[src/rtl/two_bit_handshake_byte_sender_defines.svh]
// assertion macros for the handshake byte sender core
// no dependencies; included by tbhs_core, which carries concurrent checks
`ifndef TWO_BIT_HANDSHAKE_BYTE_SENDER_DEFINES_SVH
`define TWO_BIT_HANDSHAKE_BYTE_SENDER_DEFINES_SVH

// same-cycle implication, disabled during reset
`define TBHS_ASSERT_NOW(label, clk, rst_n, ante, cons) \
    label: assert property (@(posedge clk) disable iff (!(rst_n)) (ante) |-> (cons)) \
        else $error("tbhs check failed");

// next-cycle implication, disabled during reset
`define TBHS_ASSERT_NEXT(label, clk, rst_n, ante, cons) \
    label: assert property (@(posedge clk) disable iff (!(rst_n)) (ante) |=> (cons)) \
        else $error("tbhs check failed");

`endif

[src/rtl/tbhs_pkg.sv]
// shared types, register codes and reset values for the handshake byte sender
// no dependencies
`timescale 1ns / 1ps

package tbhs_pkg;

    localparam int LEN_W      = 16;
    localparam int TO_W       = 21;
    localparam int CFG_W      = 21;
    localparam int CFG_IDX_W  = 2;
    localparam int BYTE_W     = 8;
    localparam int PHASE_W    = 3;
    localparam int TIMER_BITS = 21;

    // configuration register indexes
    localparam logic [CFG_IDX_W-1:0] CFG_TRANSFER_LENGTH    = 2'd0;
    localparam logic [CFG_IDX_W-1:0] CFG_WAIT_TIMEOUT       = 2'd1;
    localparam logic [CFG_IDX_W-1:0] CFG_FIRST_WAIT_TIMEOUT = 2'd2;
    localparam logic [CFG_IDX_W-1:0] CFG_LONG_FIRST_WAIT    = 2'd3;

    // request opcodes
    localparam logic OP_BYTE = 1'b0;
    localparam logic OP_TICK = 1'b1;

    localparam logic [PHASE_W-1:0] LAST_PHASE = 3'd7;

    localparam logic [LEN_W-1:0] RST_TRANSFER_LENGTH    = 16'd1;
    localparam logic [TO_W-1:0]  RST_WAIT_TIMEOUT       = 21'd500000;
    localparam logic [TO_W-1:0]  RST_FIRST_WAIT_TIMEOUT = 21'd2000000;

    typedef struct packed {
        logic [LEN_W-1:0] transfer_length;
        logic [TO_W-1:0]  wait_timeout;
        logic [TO_W-1:0]  first_wait_timeout;
        logic             long_first_wait;
    } t_cfg;

    typedef struct packed {
        logic             read_line;
        logic             sense_line;
        logic             byte_taken;
        logic [LEN_W-1:0] bytes_sent;
        logic             done_res;
        logic             timed_out;
    } t_res;

endpackage

[src/rtl/two_bit_handshake_byte_sender.sv]
// Two-wire handshake byte sender. Each request is either a byte offer or a
// one-microsecond tick carrying the sampled host write line; every request
// yields exactly one result with the read and sense line levels, whether the
// offered byte was taken, the count of bytes sent, and the done and sticky
// timeout flags. Requests are taken one per clock unless the input is stalled:
// a request is held in the input register, the combinational state update then
// writes the result register, so a result is offered from the result register
// after its request leaves the input register. A stall on the result side holds
// the request in the input register, which in turn stalls the input side.
// Configuration writes must be issued while no request is in flight.
// depends on tbhs_pkg, tbhs_cfg_regs, tbhs_core
`timescale 1ns / 1ps

module two_bit_handshake_byte_sender #(
    parameter int TIMER_BITS = tbhs_pkg::TIMER_BITS
) (
    input  logic                           i_clk,
    input  logic                           i_rst_n,
    input  logic                           i_cfg_we,
    input  logic [tbhs_pkg::CFG_IDX_W-1:0] i_cfg_idx,
    input  logic [tbhs_pkg::CFG_W-1:0]     i_cfg_data,
    input  logic                           i_in_valid,
    output logic                           o_in_stall,
    input  logic                           i_opcode,
    input  logic [tbhs_pkg::BYTE_W-1:0]    i_payload_byte,
    input  logic                           i_write_line,
    output logic                           o_out_valid,
    input  logic                           i_out_stall,
    output logic                           o_read_line,
    output logic                           o_sense_line,
    output logic                           o_byte_taken,
    output logic [tbhs_pkg::LEN_W-1:0]     o_bytes_sent,
    output logic                           o_done_res,
    output logic                           o_timed_out
);

    tbhs_pkg::t_cfg              cfg;
    tbhs_pkg::t_res              res;

    logic                        r_in_vld;
    logic                        r_opcode;
    logic [tbhs_pkg::BYTE_W-1:0] r_payload;
    logic                        r_write;
    logic                        r_out_vld;
    logic                        in_acc;
    logic                        move;

    // the request moves on when the result register is free or being emptied
    assign move       = r_in_vld && (!r_out_vld || !i_out_stall);
    assign o_in_stall = r_in_vld && !move;
    assign in_acc     = i_in_valid && !o_in_stall;

    always_ff @(posedge i_clk) begin
        if (!i_rst_n) begin
            r_in_vld  <= 1'b0;
            r_out_vld <= 1'b0;
        end else begin
            r_in_vld  <= in_acc || (r_in_vld && !move);
            r_out_vld <= move || (r_out_vld && i_out_stall);
        end
    end

    always_ff @(posedge i_clk) begin
        if (in_acc) begin
            r_opcode  <= i_opcode;
            r_payload <= i_payload_byte;
            r_write   <= i_write_line;
        end
    end

    tbhs_cfg_regs u_cfg (
        .i_clk      (i_clk),
        .i_rst_n    (i_rst_n),
        .i_cfg_we   (i_cfg_we),
        .i_cfg_idx  (i_cfg_idx),
        .i_cfg_data (i_cfg_data),
        .o_cfg      (cfg)
    );

    tbhs_core #(
        .TIMER_BITS (TIMER_BITS)
    ) u_core (
        .i_clk          (i_clk),
        .i_rst_n        (i_rst_n),
        .i_cfg          (cfg),
        .i_proc         (move),
        .i_opcode       (r_opcode),
        .i_payload_byte (r_payload),
        .i_write_line   (r_write),
        .o_res          (res)
    );

    assign o_out_valid  = r_out_vld;
    assign o_read_line  = res.read_line;
    assign o_sense_line = res.sense_line;
    assign o_byte_taken = res.byte_taken;
    assign o_bytes_sent = res.bytes_sent;
    assign o_done_res   = res.done_res;
    assign o_timed_out  = res.timed_out;

endmodule

[src/rtl/tbhs_cfg_regs.sv]
// configuration register file for the handshake byte sender
// depends on tbhs_pkg
`timescale 1ns / 1ps

module tbhs_cfg_regs (
    input  logic                           i_clk,
    input  logic                           i_rst_n,
    input  logic                           i_cfg_we,
    input  logic [tbhs_pkg::CFG_IDX_W-1:0] i_cfg_idx,
    input  logic [tbhs_pkg::CFG_W-1:0]     i_cfg_data,
    output tbhs_pkg::t_cfg                 o_cfg
);

    tbhs_pkg::t_cfg r_cfg;

    always_ff @(posedge i_clk) begin
        if (!i_rst_n) begin
            r_cfg.transfer_length    <= tbhs_pkg::RST_TRANSFER_LENGTH;
            r_cfg.wait_timeout       <= tbhs_pkg::RST_WAIT_TIMEOUT;
            r_cfg.first_wait_timeout <= tbhs_pkg::RST_FIRST_WAIT_TIMEOUT;
            r_cfg.long_first_wait    <= 1'b0;
        end else if (i_cfg_we) begin
            unique case (i_cfg_idx)
                tbhs_pkg::CFG_TRANSFER_LENGTH: begin
                    r_cfg.transfer_length <= i_cfg_data[tbhs_pkg::LEN_W-1:0];
                end
                tbhs_pkg::CFG_WAIT_TIMEOUT: begin
                    r_cfg.wait_timeout <= i_cfg_data[tbhs_pkg::TO_W-1:0];
                end
                tbhs_pkg::CFG_FIRST_WAIT_TIMEOUT: begin
                    r_cfg.first_wait_timeout <= i_cfg_data[tbhs_pkg::TO_W-1:0];
                end
                tbhs_pkg::CFG_LONG_FIRST_WAIT: begin
                    r_cfg.long_first_wait <= i_cfg_data[0];
                end
                default: begin
                    r_cfg <= r_cfg;
                end
            endcase
        end
    end

    assign o_cfg = r_cfg;

endmodule

[src/rtl/tbhs_core.sv]
// sender state update and result register: one request per cycle while i_proc is high
// depends on tbhs_pkg and two_bit_handshake_byte_sender_defines.svh
`timescale 1ns / 1ps
`include "two_bit_handshake_byte_sender_defines.svh"

module tbhs_core #(
    parameter int TIMER_BITS = tbhs_pkg::TIMER_BITS
) (
    input  logic                        i_clk,
    input  logic                        i_rst_n,
    input  tbhs_pkg::t_cfg              i_cfg,
    input  logic                        i_proc,
    input  logic                        i_opcode,
    input  logic [tbhs_pkg::BYTE_W-1:0] i_payload_byte,
    input  logic                        i_write_line,
    output tbhs_pkg::t_res              o_res
);

    localparam int CW = (TIMER_BITS + 1 > tbhs_pkg::TO_W) ? TIMER_BITS + 1 : tbhs_pkg::TO_W;

    logic [tbhs_pkg::BYTE_W-1:0]  r_shift, n_shift;
    logic [tbhs_pkg::PHASE_W-1:0] r_phase, n_phase;
    logic                         r_holding, n_holding;
    logic [TIMER_BITS-1:0]        r_wait, n_wait;
    logic                         r_first_over, n_first_over;
    logic [tbhs_pkg::LEN_W-1:0]   r_sent, n_sent;
    logic                         r_final, n_final;
    logic                         r_finished, n_finished;
    logic                         r_error, n_error;
    logic [1:0]                   r_lines, n_lines;
    logic                         n_taken;
    tbhs_pkg::t_res               r_res;

    logic                         stopped;
    logic                         enter_final;
    logic                         in_wait;
    logic                         exp_lvl;
    logic                         hit;
    logic [TIMER_BITS-1:0]        wt_base;
    logic [TIMER_BITS:0]          wt_next;
    logic [tbhs_pkg::TO_W-1:0]    limit;
    logic                         overrun;
    logic [tbhs_pkg::BYTE_W-1:0]  inv;
    logic [tbhs_pkg::LEN_W-1:0]   sent_inc;

    always_comb begin
        stopped     = r_finished | r_error;
        enter_final = !r_holding && !r_final && (r_sent >= i_cfg.transfer_length);
        in_wait     = r_holding || r_final || enter_final;
        exp_lvl     = r_holding ? r_phase[0] : 1'b0;
        hit         = (i_write_line == exp_lvl);
        wt_base     = enter_final ? '0 : r_wait;
        wt_next     = {1'b0, wt_base} + {{TIMER_BITS{1'b0}}, 1'b1};
        // the long timeout only covers the first wait until it succeeds
        limit       = (i_cfg.long_first_wait && !r_first_over) ?
                      i_cfg.first_wait_timeout : i_cfg.wait_timeout;
        overrun     = CW'(wt_next) > CW'(limit);
        inv         = ~i_payload_byte;
        sent_inc    = r_sent + 1'b1;

        n_shift      = r_shift;
        n_phase      = r_phase;
        n_holding    = r_holding;
        n_wait       = r_wait;
        n_first_over = r_first_over;
        n_sent       = r_sent;
        n_final      = r_final;
        n_finished   = r_finished;
        n_error      = r_error;
        n_lines      = r_lines;
        n_taken      = 1'b0;

        if (i_opcode == tbhs_pkg::OP_BYTE) begin
            if (!stopped && !r_holding && !r_final &&
                (r_sent < i_cfg.transfer_length)) begin
                n_shift   = {inv[5:0], inv[7:6]};
                n_phase   = '0;
                n_holding = 1'b1;
                n_wait    = '0;
                n_taken   = 1'b1;
            end
        end else if (!stopped && in_wait) begin
            if (enter_final) begin
                n_final = 1'b1;
            end
            if (hit) begin
                n_wait = '0;
                if (i_cfg.long_first_wait) begin
                    n_first_over = 1'b1;
                end
                if (r_holding) begin
                    if (!r_phase[0]) begin
                        n_lines = {1'b0, r_shift[7]};
                    end else begin
                        n_lines = {1'b1, r_shift[6]};
                        n_shift = {r_shift[5:0], 2'b00};
                    end
                    if (r_phase == tbhs_pkg::LAST_PHASE) begin
                        n_phase   = '0;
                        n_holding = 1'b0;
                        n_sent    = sent_inc;
                        if (sent_inc >= i_cfg.transfer_length) begin
                            n_final = 1'b1;
                        end
                    end else begin
                        n_phase = r_phase + 1'b1;
                    end
                end else begin
                    n_final    = 1'b0;
                    n_finished = 1'b1;
                end
            end else begin
                if (overrun) begin
                    n_error = 1'b1;
                end
                n_wait = wt_next[TIMER_BITS-1:0];
            end
        end
    end

    always_ff @(posedge i_clk) begin
        if (!i_rst_n) begin
            r_shift      <= '0;
            r_phase      <= '0;
            r_holding    <= 1'b0;
            r_wait       <= '0;
            r_first_over <= 1'b0;
            r_sent       <= '0;
            r_final      <= 1'b0;
            r_finished   <= 1'b0;
            r_error      <= 1'b0;
            r_lines      <= '0;
        end else if (i_proc) begin
            r_shift      <= n_shift;
            r_phase      <= n_phase;
            r_holding    <= n_holding;
            r_wait       <= n_wait;
            r_first_over <= n_first_over;
            r_sent       <= n_sent;
            r_final      <= n_final;
            r_finished   <= n_finished;
            r_error      <= n_error;
            r_lines      <= n_lines;
        end
    end

    always_ff @(posedge i_clk) begin
        if (i_proc) begin
            r_res.read_line  <= n_lines[0];
            r_res.sense_line <= n_lines[1];
            r_res.byte_taken <= n_taken;
            r_res.bytes_sent <= n_sent;
            r_res.done_res   <= n_finished;
            r_res.timed_out  <= n_error;
        end
    end

    assign o_res = r_res;

    `TBHS_ASSERT_NEXT(a_error_sticky, i_clk, i_rst_n, r_error, r_error)
    `TBHS_ASSERT_NOW(a_done_idle, i_clk, i_rst_n, r_finished, !r_holding && !r_final)
    `TBHS_ASSERT_NEXT(a_take_holds, i_clk, i_rst_n, i_proc && n_taken, r_holding && r_phase == '0)
    `TBHS_ASSERT_NOW(a_hold_not_final, i_clk, i_rst_n, r_holding, !r_final)

endmodule
[config.mk]
export PLATFORM = sky130hd
export DESIGN_NAME = two_bit_handshake_byte_sender
export DESIGN_NICKNAME = d
export VERILOG_FILES = /design/src/rtl/tbhs_pkg.sv /design/src/rtl/two_bit_handshake_byte_sender.sv /design/src/rtl/tbhs_cfg_regs.sv /design/src/rtl/tbhs_core.sv
export VERILOG_INCLUDE_DIRS = /design/src /design/src/rtl
export SDC_FILE = /design/constraint.sdc
export NUM_CORES = 1
export LEC_CHECK = 0
export ABC_CLOCK_PERIOD_IN_PS = 5400
export BUFFER_PORTS_ARGS = -buffer_cell sky130_fd_sc_hd__buf_4
export CORE_UTILIZATION = 59
export DETAILED_ROUTE_END_ITERATION = 12
export GPL_TIMING_DRIVEN = 0
export PLACE_DENSITY = 0.78
export SYNTH_ARGS = -nofsm -noshare
export SYNTH_HDL_FRONTEND = slang
export SYNTH_SLANG_ARGS = --single-unit
[constraint.sdc]
create_clock -name i_clk -period 5.4 [get_ports i_clk]
set_input_delay 1.08 -clock i_clk [delete_from_list [all_inputs] [get_ports i_clk]]
set_output_delay 1.08 -clock i_clk [all_outputs]
set_load 0.1 [all_outputs]
==> reports/metrics.yaml, run 1 <==
outcome: "finished clean"
synth_cell_types: 63
cpPeakStageDelay_ps: 410
power.density_nw_per_um2: 280
finClkSkew_ps: 6.15
layout_common_cells: "nand2_1 (209), dfxtp_1 (113), buf_4 (61)"
port_buffers: 60
vias_per_cell: 5.79
hold_buffers: 0
hp-start: "u_core.r_shift[1]$_SDFFE_PN0P_"
die_h_um: 119
clock.fmax_ghz: 0.195
clock_path_buffers: 2
htreeDepth: 4
worstSkewPairLatency_ps: 430
synth_area_um2: 8130
worst-path-buf-inv: 2
fill_cells: 1074
hold_class: "flip-flop to flip-flop"
dp_hpwl_um: 14800
dr.pass1.iters: 5
routedWlPerCell_um: 17.1
ys_seq_area_frac: 0.400
ant_nets: 0
arrival_ps: 5310
coreArea_um2: 13300
seq_area_um2: 3260
grt_pass1_wl_um: 34000
antenna_found_initial: 0
finalCritPeriodShare: 0.952
critPathCaptureType: "flip-flop"
worstReg2RegStart: "u_core.r_sent[10]$_SDFFE_PN0P_"
start_util: 0.609
dieArea_um2: 14200
cp_top_family: "simple AND/OR/NAND/NOR gates"
ios: 61
critPathSlowestCell: "dfxtp_1"
required_ps: 5570
overflow: 0
critPathKind: "flip-flop to flip-flop"
fin_nets: 1113
slew_headroom: 0.342
min_period_ps: 5140
drt-initial-drc-count: 627
grt_max_degree: 30
p_int_mw: 1.97
synth_flop_cell: "dfxtp_1"
wl_um: 20600
grt_pass1_vias: 6832
globalplace.congestion: 0.879
leakagePower_nw: 3.74
synth_edf_count: 31
ys_ff_latch: 147
cp_cell_sequence: "ha_1 -> nand4_1 -> nor4_4 -> nor2_2 -> a211o_1 -> clkbuf_4 -> clkbuf_4 -> and2_1 -> ha_2 -> and2_2 -> and3_2 -> and3_2 -> xnor2_2 -> nor2_1 -> ha_1 -> a21o_1 -> a21o_1 -> a21oi_1 -> nor2b_1 -> o21ai_1 -> a31oi_2 -> a41oi_2 -> o21bai_1"
tightest_slew_ps: 981
hold_slack_ps: 461
dieWidth_um: 119
drcViolationCount: 0
synthCells: 938
antennaDiodeCount: 0
p_comb_frac: 0.101
path_clk_slew_ps: 60
clock_power_share: 0.460
multiInputGateArea_um2: 4680
crit_start: "u_core.r_sent[10]$_SDFFE_PN0P_"
cts_buffers: 17
worstPathMaxFanout: 10
peakVddDrop_mv: 0.237
vias: 6988
synthArstFlopShare: 0
synth_nets: 1033
cts_sinks: 147
drive_gt1_frac: 0.137
start_kind: "flip-flop"
yosysWarnings: 0
rsz0062_at_grt: "false"
rows: 42
track_usage: 0.310
final_max_slew_viol_count: 0
power_switching_uw: 695
avgSynthCellArea_um2: 8.67
cts_tree: "yes"
setup_viol: 0
hold_viol_final: 0
fin_tns_setup_ps: 0
p_sw_frac: 0.261
root_buffer: "clkbuf_16"
cap_violations: 0
syn_to_final_growth_pct: 17.0
p_seq_frac: 0.438
final_common_cell: "nand2_1"
[cell usage after synthesis, types with 3 or more instances]
library cell / instances / area, µm²
xor2_1: 22 / 193
and4_1: 3 / 26.3
o21bai_1: 4 / 30.0
a21boi_0: 52 / 390
clkbuf_1: 36 / 135
edfxtp_1: 31 / 931
nor4_1: 4 / 25.0
o31ai_1: 4 / 30.0
o21a_1: 5 / 37.5
o21ai_0: 37 / 185
ha_1: 57 / 713
a21o_1: 11 / 82.6
nand3_4: 3 / 52.6
dfxtp_1: 116 / 2320
and2_1: 16 / 100
mux2i_1: 23 / 230
a31oi_1: 7 / 43.8
nand2_1: 209 / 785
a21boi_1: 4 / 30.0
nand3b_1: 7 / 52.6
a21oi_1: 33 / 165
nor3_1: 5 / 25.0
o211ai_1: 7 / 52.6
nor2b_1: 11 / 68.8
or3_1: 10 / 62.6
buf_2: 7 / 35.0
nor2_1: 41 / 154
xnor2_1: 32 / 280
nand3_1: 39 / 195
inv_1: 21 / 78.8
a22o_1: 3 / 26.3
or2_2: 4 / 25.0
nand4_1: 15 / 93.8
and3_1: 11 / 68.8
nand2b_1: 6 / 37.5
o22ai_1: 3 / 18.8
[path summary, 6_finish.rpt]
path         slack [ps]  cells after the start                             end
max reg2reg         260                     23       u_core.o_res[0]$_DFFE_PP_
min reg2reg         460                      2  u_core.r_shift[1]$_SDFFE_PN0P_
min                 460                      2  u_core.r_shift[1]$_SDFFE_PN0P_
max                 260                     23       u_core.o_res[0]$_DFFE_PP_
[tightest hold or removal path: cells and delay by family (launching register included)]
family	cells	cell delay [ps]
DFF	1	310
and+or+nand+nor	2	110
[cell families after synthesis]
family                     Yosys count  share of synthesized area
muxes                               24                     0.0297
buffers and inverters               69                     0.0348
AOI/OAI and AO/OA                  181                      0.145
xor gates and xnor gates            54                     0.0582
DFF                                147                      0.400
and+or+nand+nor                    406                      0.244
adders and majority gates           57                     0.0877
[final cells by class]
cell class                      count  share of cell area
Sequential cell                   147               0.342
Clock buffer                       18              0.0451
Inverter                           22             0.00868
Clock inverter                     14              0.0184
Timing Repair Buffer               61              0.0482
Buffer                             47              0.0216
Multi-Input combinational cell    722               0.492
Tap cell                          176              0.0232
[sequential cells by signal, indices dropped and copies added (netlist names), 2 cells and up]
register	count
u_core.r_phase	3
u_core.r_wait	21
u_core.r_shift	8
u_cfg.o_cfg	59
u_core.o_res	21
r_payload	8
u_core.r_sent	16
u_core.r_lines	2
[metal layers]
metal  up-vias  GRT usage  part of all wire
met4         0      0.102             0.017
li1       3412          -                 -
met5         -          0                 0
met3        26     0.0761             0.072
met1      3334      0.427              0.46
met2       216      0.476              0.45
[power by group through the flow]
stage	clock [mW]	sequential, mW	combinational [mW]
after floorplan	0	1.25	0.116
after global placement	0	1.19	0.256
after detailed placement	0	1.19	0.259
after CTS	1.23	1.17	0.262
after global routing	1.28	1.17	0.292
final	1.23	1.17	0.270
[repair_timing]
item                                    in CTS  in global routing
setup buffers                                0                  1
resized for setup                            3                 22
endpoints found under the setup margin       2                  2
pin swaps                                    0                  5
[per-stage QoR]
step | power [mW] | utilization | worst slack (ps) | cell area, µm² | cells
2_1_floorplan | 1.36 | - | 833 | 8130 | 938
3_3_place_gp | 1.45 | 0.659 | -110 | 8800 | 1174
3_5_place_dp | 1.45 | 0.659 | -132 | 8800 | 1174
4_1_cts | 2.66 | 0.705 | 62.6 | 9410 | 1206
5_1_grt | 2.74 | 0.713 | 35.5 | 9510 | 1207
6_report | 2.66 | 0.713 | 261 | 9510 | 1207
No activity file was read; power rests on OpenSTA's default activity.
==> run 2: changes to the inputs <==
Settings changed: CORE_MARGIN set to 4.
==> run 2 against run 1 <==
Sequential share of layout area is 0.36 points higher. Non-clock buffer count is 1 lower. Flip-flop and latch count stayed put. First-iteration DRC count is 7.5% lower. Cell count is 0.17% lower. Setup slack worse by 50 ps. Global-route usage is 6.2 points lower. Largest power group is now registers. Clock skew is 3.0 ps higher. Maximum frequency is 0.97% lower. Largest cell class unchanged. Critical path type unchanged. Wire length is 3.9% lower.
==> reports/metrics.yaml, run 2 (same netlist as run 1, synthesis figures left out) <==
cap_violations: 0
outcome: "finished clean"
dieArea_um2: 15700
grt_pass1_wl_um: 31400
arrival_ps: 5350
cp_cell_sequence: "inv_1 -> ha_1 -> nand4_1 -> nor4_4 -> nor2_1 -> a211o_1 -> clkbuf_4 -> buf_2 -> and2_1 -> ha_1 -> and2_4 -> and3_1 -> and3_2 -> xnor2_2 -> nor2_1 -> ha_1 -> o211ai_1 -> a21oi_1 -> o31ai_2 -> a31oi_2 -> a41oi_2 -> o21bai_1"
critPathKind: "flip-flop to flip-flop"
start_kind: "flip-flop"
cp_top_family: "simple AND/OR/NAND/NOR gates"
grt_max_degree: 30
tightest_slew_ps: 945
drive_gt1_frac: 0.130
clock_path_buffers: 2
drt-initial-drc-count: 580
rsz0062_at_grt: "false"
report.power.total_mw: 2.52
grt_pass1_vias: 6181
fin_nets: 1112
required_ps: 5560
ios: 61
rows: 42
hold_class: "flip-flop to flip-flop"
critPathSlowestCell: "dfxtp_4"
routedWlPerCell_um: 16.5
finClkSkew_ps: 9.11
r2r_slack_ps: 210
fill_cells: 1072
grt-busiest-layer: "met2"
root_buffer: "clkbuf_16"
drcViolationCount: 0
dr.pass1.iters: 7
worst-path-buf-inv: 3
ant_nets: 0
antennaDiodeCount: 0
globalplace.congestion: 0.887
worstPathMaxFanout: 10
track_usage: 0.248
cpPeakStageDelay_ps: 380
cts_buffers: 17
leakagePower_nw: 3.71
setup_viol: 0
start_util: 0.609
min_period_ps: 5190
coreArea_um2: 13300
post_cts_buffers: 0
slew_headroom: 0.366
final_max_slew_viol_count: 0
fin_tns_setup_ps: 0
use_met2: 0.375
critPathCaptureType: "flip-flop"
utilization: 0.706
port_buffers: 60
worstSkewPairLatency_ps: 420
clock.fmax_ghz: 0.193
dieWidth_um: 125
dp_hpwl_um: 14700
path_clk_slew_ps: 60
cts_tree: "yes"
die_h_um: 125
peakVddDrop_mv: 0.246
globalRouteMet3Util: 0.0529
hold_slack_ps: 457
power.density_nw_per_um2: 267
finalCritPeriodShare: 0.961
wl_um: 19800
htreeDepth: 4
overflow: 0
largest_reg_flops: 59
cp_common_cell: "ha_1"
syn_to_final_growth_pct: 16.0
use_met1: 0.360
vias_per_cell: 5.78
antenna_found_initial: 0
final_common_cell: "nand2_1"
layout_common_cells: "nand2_1 (209), dfxtp_1 (111), buf_4 (60)"
vias: 6961
cts_sinks: 147
hold_viol_final: 0
run 2: cell count changes in the layout (fill, tap and decap cells not counted), sizes merged:
cell,previous run,this run
clkinv,6,3
inv,25,23
bufinv,3,0
clkbuf,56,62
run 2: report_power, final:
| part | internal (mW) | switching [mW] | total (mW) | leakage, nW |
|---|---|---|---|---|
| clock network | 0.638 | 0.447 | 1.09 | 0.260 |
| registers | 1.15 | 0.0141 | 1.17 | 1.23 |
| logic | 0.0825 | 0.184 | 0.267 | 2.22 |
| total | 1.87 | 0.646 | 2.52 | 3.71 |
run 2: path summary, 6_finish.rpt:
path / from / endpoint / cells after the start
hold / removal: u_core.r_shift[0]$_SDFFE_PN0P_ / u_core.r_shift[0]$_SDFFE_PN0P_ / 2
setup reg to reg: u_core.r_sent[0]$_SDFFE_PN0P_ / u_core.o_res[0]$_DFFE_PP_ / 22
setup / recovery: u_core.r_sent[0]$_SDFFE_PN0P_ / u_core.o_res[0]$_DFFE_PP_ / 22
hold reg to reg: u_core.r_shift[0]$_SDFFE_PN0P_ / u_core.r_shift[0]$_SDFFE_PN0P_ / 2
run 2: cell type report:
type | count | area (µm²) | share of cell area
inverter | 22 | 82.6 | 0.00876
clock inverter | 6 | 45.0 | 0.00478
buffer | 47 | 203 | 0.0215
tap | 176 | 220 | 0.0234
clock buffer | 25 | 497 | 0.0527
multi-input combinational | 722 | 4670 | 0.495
timing repair buffer | 60 | 450 | 0.0478
sequential | 147 | 3260 | 0.346
run 2: worst reg2reg max path: cells and delay by family, from the launching register on:
| kind | cells | cell delay [ps] |
|---|---|---|
| compound gates | 7 | 1350 |
| fa+ha+maj | 3 | 870 |
| xor+xnor | 1 | 150 |
| flops | 1 | 380 |
| simple gates | 8 | 1680 |
| buf+inv | 3 | 500 |
run 2: routing by layer:
metal	part of all wire	vias up
met4	0.016	0
met5	0	-
met2	0.45	246
met3	0.079	22
li1	-	3416
met1	0.46	3277
run 2: timing repair:
item | CTS | global route
pin swaps | 1 | 4
hold buffers | 0 | 0
resized for setup | 3 | 21
endpoints found under the setup margin | 2 | 2
run 2: through the flow:
step                cells  cell area [µm²]  worst slack (ps)
finish               1205             9430               211
global route         1205             9430              3.43
CTS                  1205             9350              47.5
detailed placement   1174             8800              -139
global placement     1174             8800             -55.2
floorplan             938             8130               833
==> run 3: changes to the inputs <==
Settings changed: GPL_TIMING_DRIVEN 0 to 1.
==> run 3 against run 2 <==
Setup slack better by 250 ps. Largest power group unchanged. Hold slack gained 6.9 ps. Global-route usage shrank 0.42 points.
==> reports/metrics.yaml, run 3 (same netlist as run 1, synthesis figures left out) <==
globalplace.congestion: 0.896
dpl_cell_area_um2: 8670
track_usage: 0.244
ios: 61
port_buffers: 60
drive_gt1_frac: 0.123
vias: 6750
peakVddDrop_mv: 0.247
critPathKind: "flip-flop to flip-flop"
leakagePower_nw: 3.67
grt_pass1_vias: 6383
root_buffer: "clkbuf_16"
post_cts_buffers: 0
die_h_um: 125
wl_um: 19000
power.density_nw_per_um2: 273
layout_common_cells: "nand2_1 (209), dfxtp_1 (116), buf_4 (68)"
use_met1: 0.338
grt_pass1_wl_um: 31100
outcome: "finished clean"
fill_cells: 1075
antennaDiodeCount: 0
drcViolationCount: 0
cts_sinks: 147
stdcell_area_um2: 9210
routedWlPerCell_um: 16.3
cap_violations: 0
vias_per_cell: 5.79
fin_nets: 1073
grt-busiest-layer: "met2"
arrival_ps: 5110
hold_buffers: 0
clock_path_buffers: 2
cts.repair.resized: 0
rsz0062_at_grt: "false"
drt-initial-drc-count: 574
syn_to_final_growth_pct: 13.3
dieArea_um2: 15700
worstSkewPairLatency_ps: 430
hold_viol_final: 0
fin_tns_setup_ps: 0
dp_hpwl_um: 13400
min_period_ps: 4940
htreeDepth: 4
start_kind: "flip-flop"
slew_headroom: 0.234
dr.pass1.iters: 5
start_util: 0.609
grt_max_degree: 87
final_common_cell: "nand2_1"
critPathCaptureType: "flip-flop"
hold_class: "flip-flop to flip-flop"
path_clk_slew_ps: 60
ant_nets: 0
finClkSkew_ps: 9.25
setup_viol: 0
dieWidth_um: 125
tightest_slew_ps: 1140
globalRouteMet3Util: 0.0563
clock.fmax_ghz: 0.202
coreArea_um2: 13300
required_ps: 5570
use_met2: 0.375
largest_reg_flops: 59
overflow: 0
rows: 42
cts_buffers: 17
final_max_slew_viol_count: 0
cts_tree: "yes"
antenna_found_initial: 0
finalCritPeriodShare: 0.915
worstPathMaxFanout: 6
-- run 3: path summary, 6_finish.rpt --
check,startpoint,slack (ps),cells after the start,end
worst max-delay path,u_core.r_sent[0]$_SDFFE_PN0P_,460,20,u_core.o_res[0]$_DFFE_PP_
worst min-delay path,u_cfg.o_cfg[49]$_SDFFE_PN0P_,460,2,u_cfg.o_cfg[49]$_SDFFE_PN0P_
worst max register to register,u_core.r_sent[0]$_SDFFE_PN0P_,460,20,u_core.o_res[0]$_DFFE_PP_
worst min register to register,u_cfg.o_cfg[49]$_SDFFE_PN0P_,460,2,u_cfg.o_cfg[49]$_SDFFE_PN0P_
-- run 3: layer usage --
| layer | part of all wire | up-vias |
|---|---|---|
| li1 | - | 3339 |
| met1 | 0.47 | 3188 |
| met2 | 0.45 | 192 |
| met3 | 0.063 | 31 |
| met4 | 0.021 | 0 |
| met5 | 0 | - |
-- run 3: worst max-delay path, cell delays in order (launching register included) --
cell and delay (ps):
dfxtp_1 420, inv_1 130, ha_1 310, nand4_1 100, nor4_1 370, nor2_1 120
a211o_1 320, and2_1 200, ha_1 240, and2_0 290, and3_1 280, and3_1 230
xnor2_1 160, nor2_1 70, ha_1 310, o211ai_1 200, a21oi_1 100, o31ai_1 350
a31oi_1 140, a41oi_1 250, o21bai_1 110
-- run 3: where the power goes --
part           total, mW  internal, mW  switching [mW]
sequential          1.17          1.15          0.0183
combinational      0.250        0.0788           0.171
clock               1.10         0.628           0.468
-- run 3: final cells by class --
type,instances,area [µm²],area share
Sequential cell,147,3250,0.353
Tap cell,176,220,0.0239
Multi-Input combinational cell,722,4600,0.499
Inverter,22,82.6,0.00896
Timing Repair Buffer,68,510,0.0554
Clock buffer,21,472,0.0512
Clock inverter,10,75.1,0.00815
-- run 3: stage by stage --
stage	hold slack [ps]	cells	util	worst slack (ps)	power [mW]
floorplan	431	938	-	833	1.36
global placement	448	1135	0.649	752	1.44
detailed placement	454	1135	0.649	633	1.44
CTS	467	1166	0.690	557	2.53
global route	482	1166	0.690	53.7	2.61
finish	464	1166	0.690	459	2.52
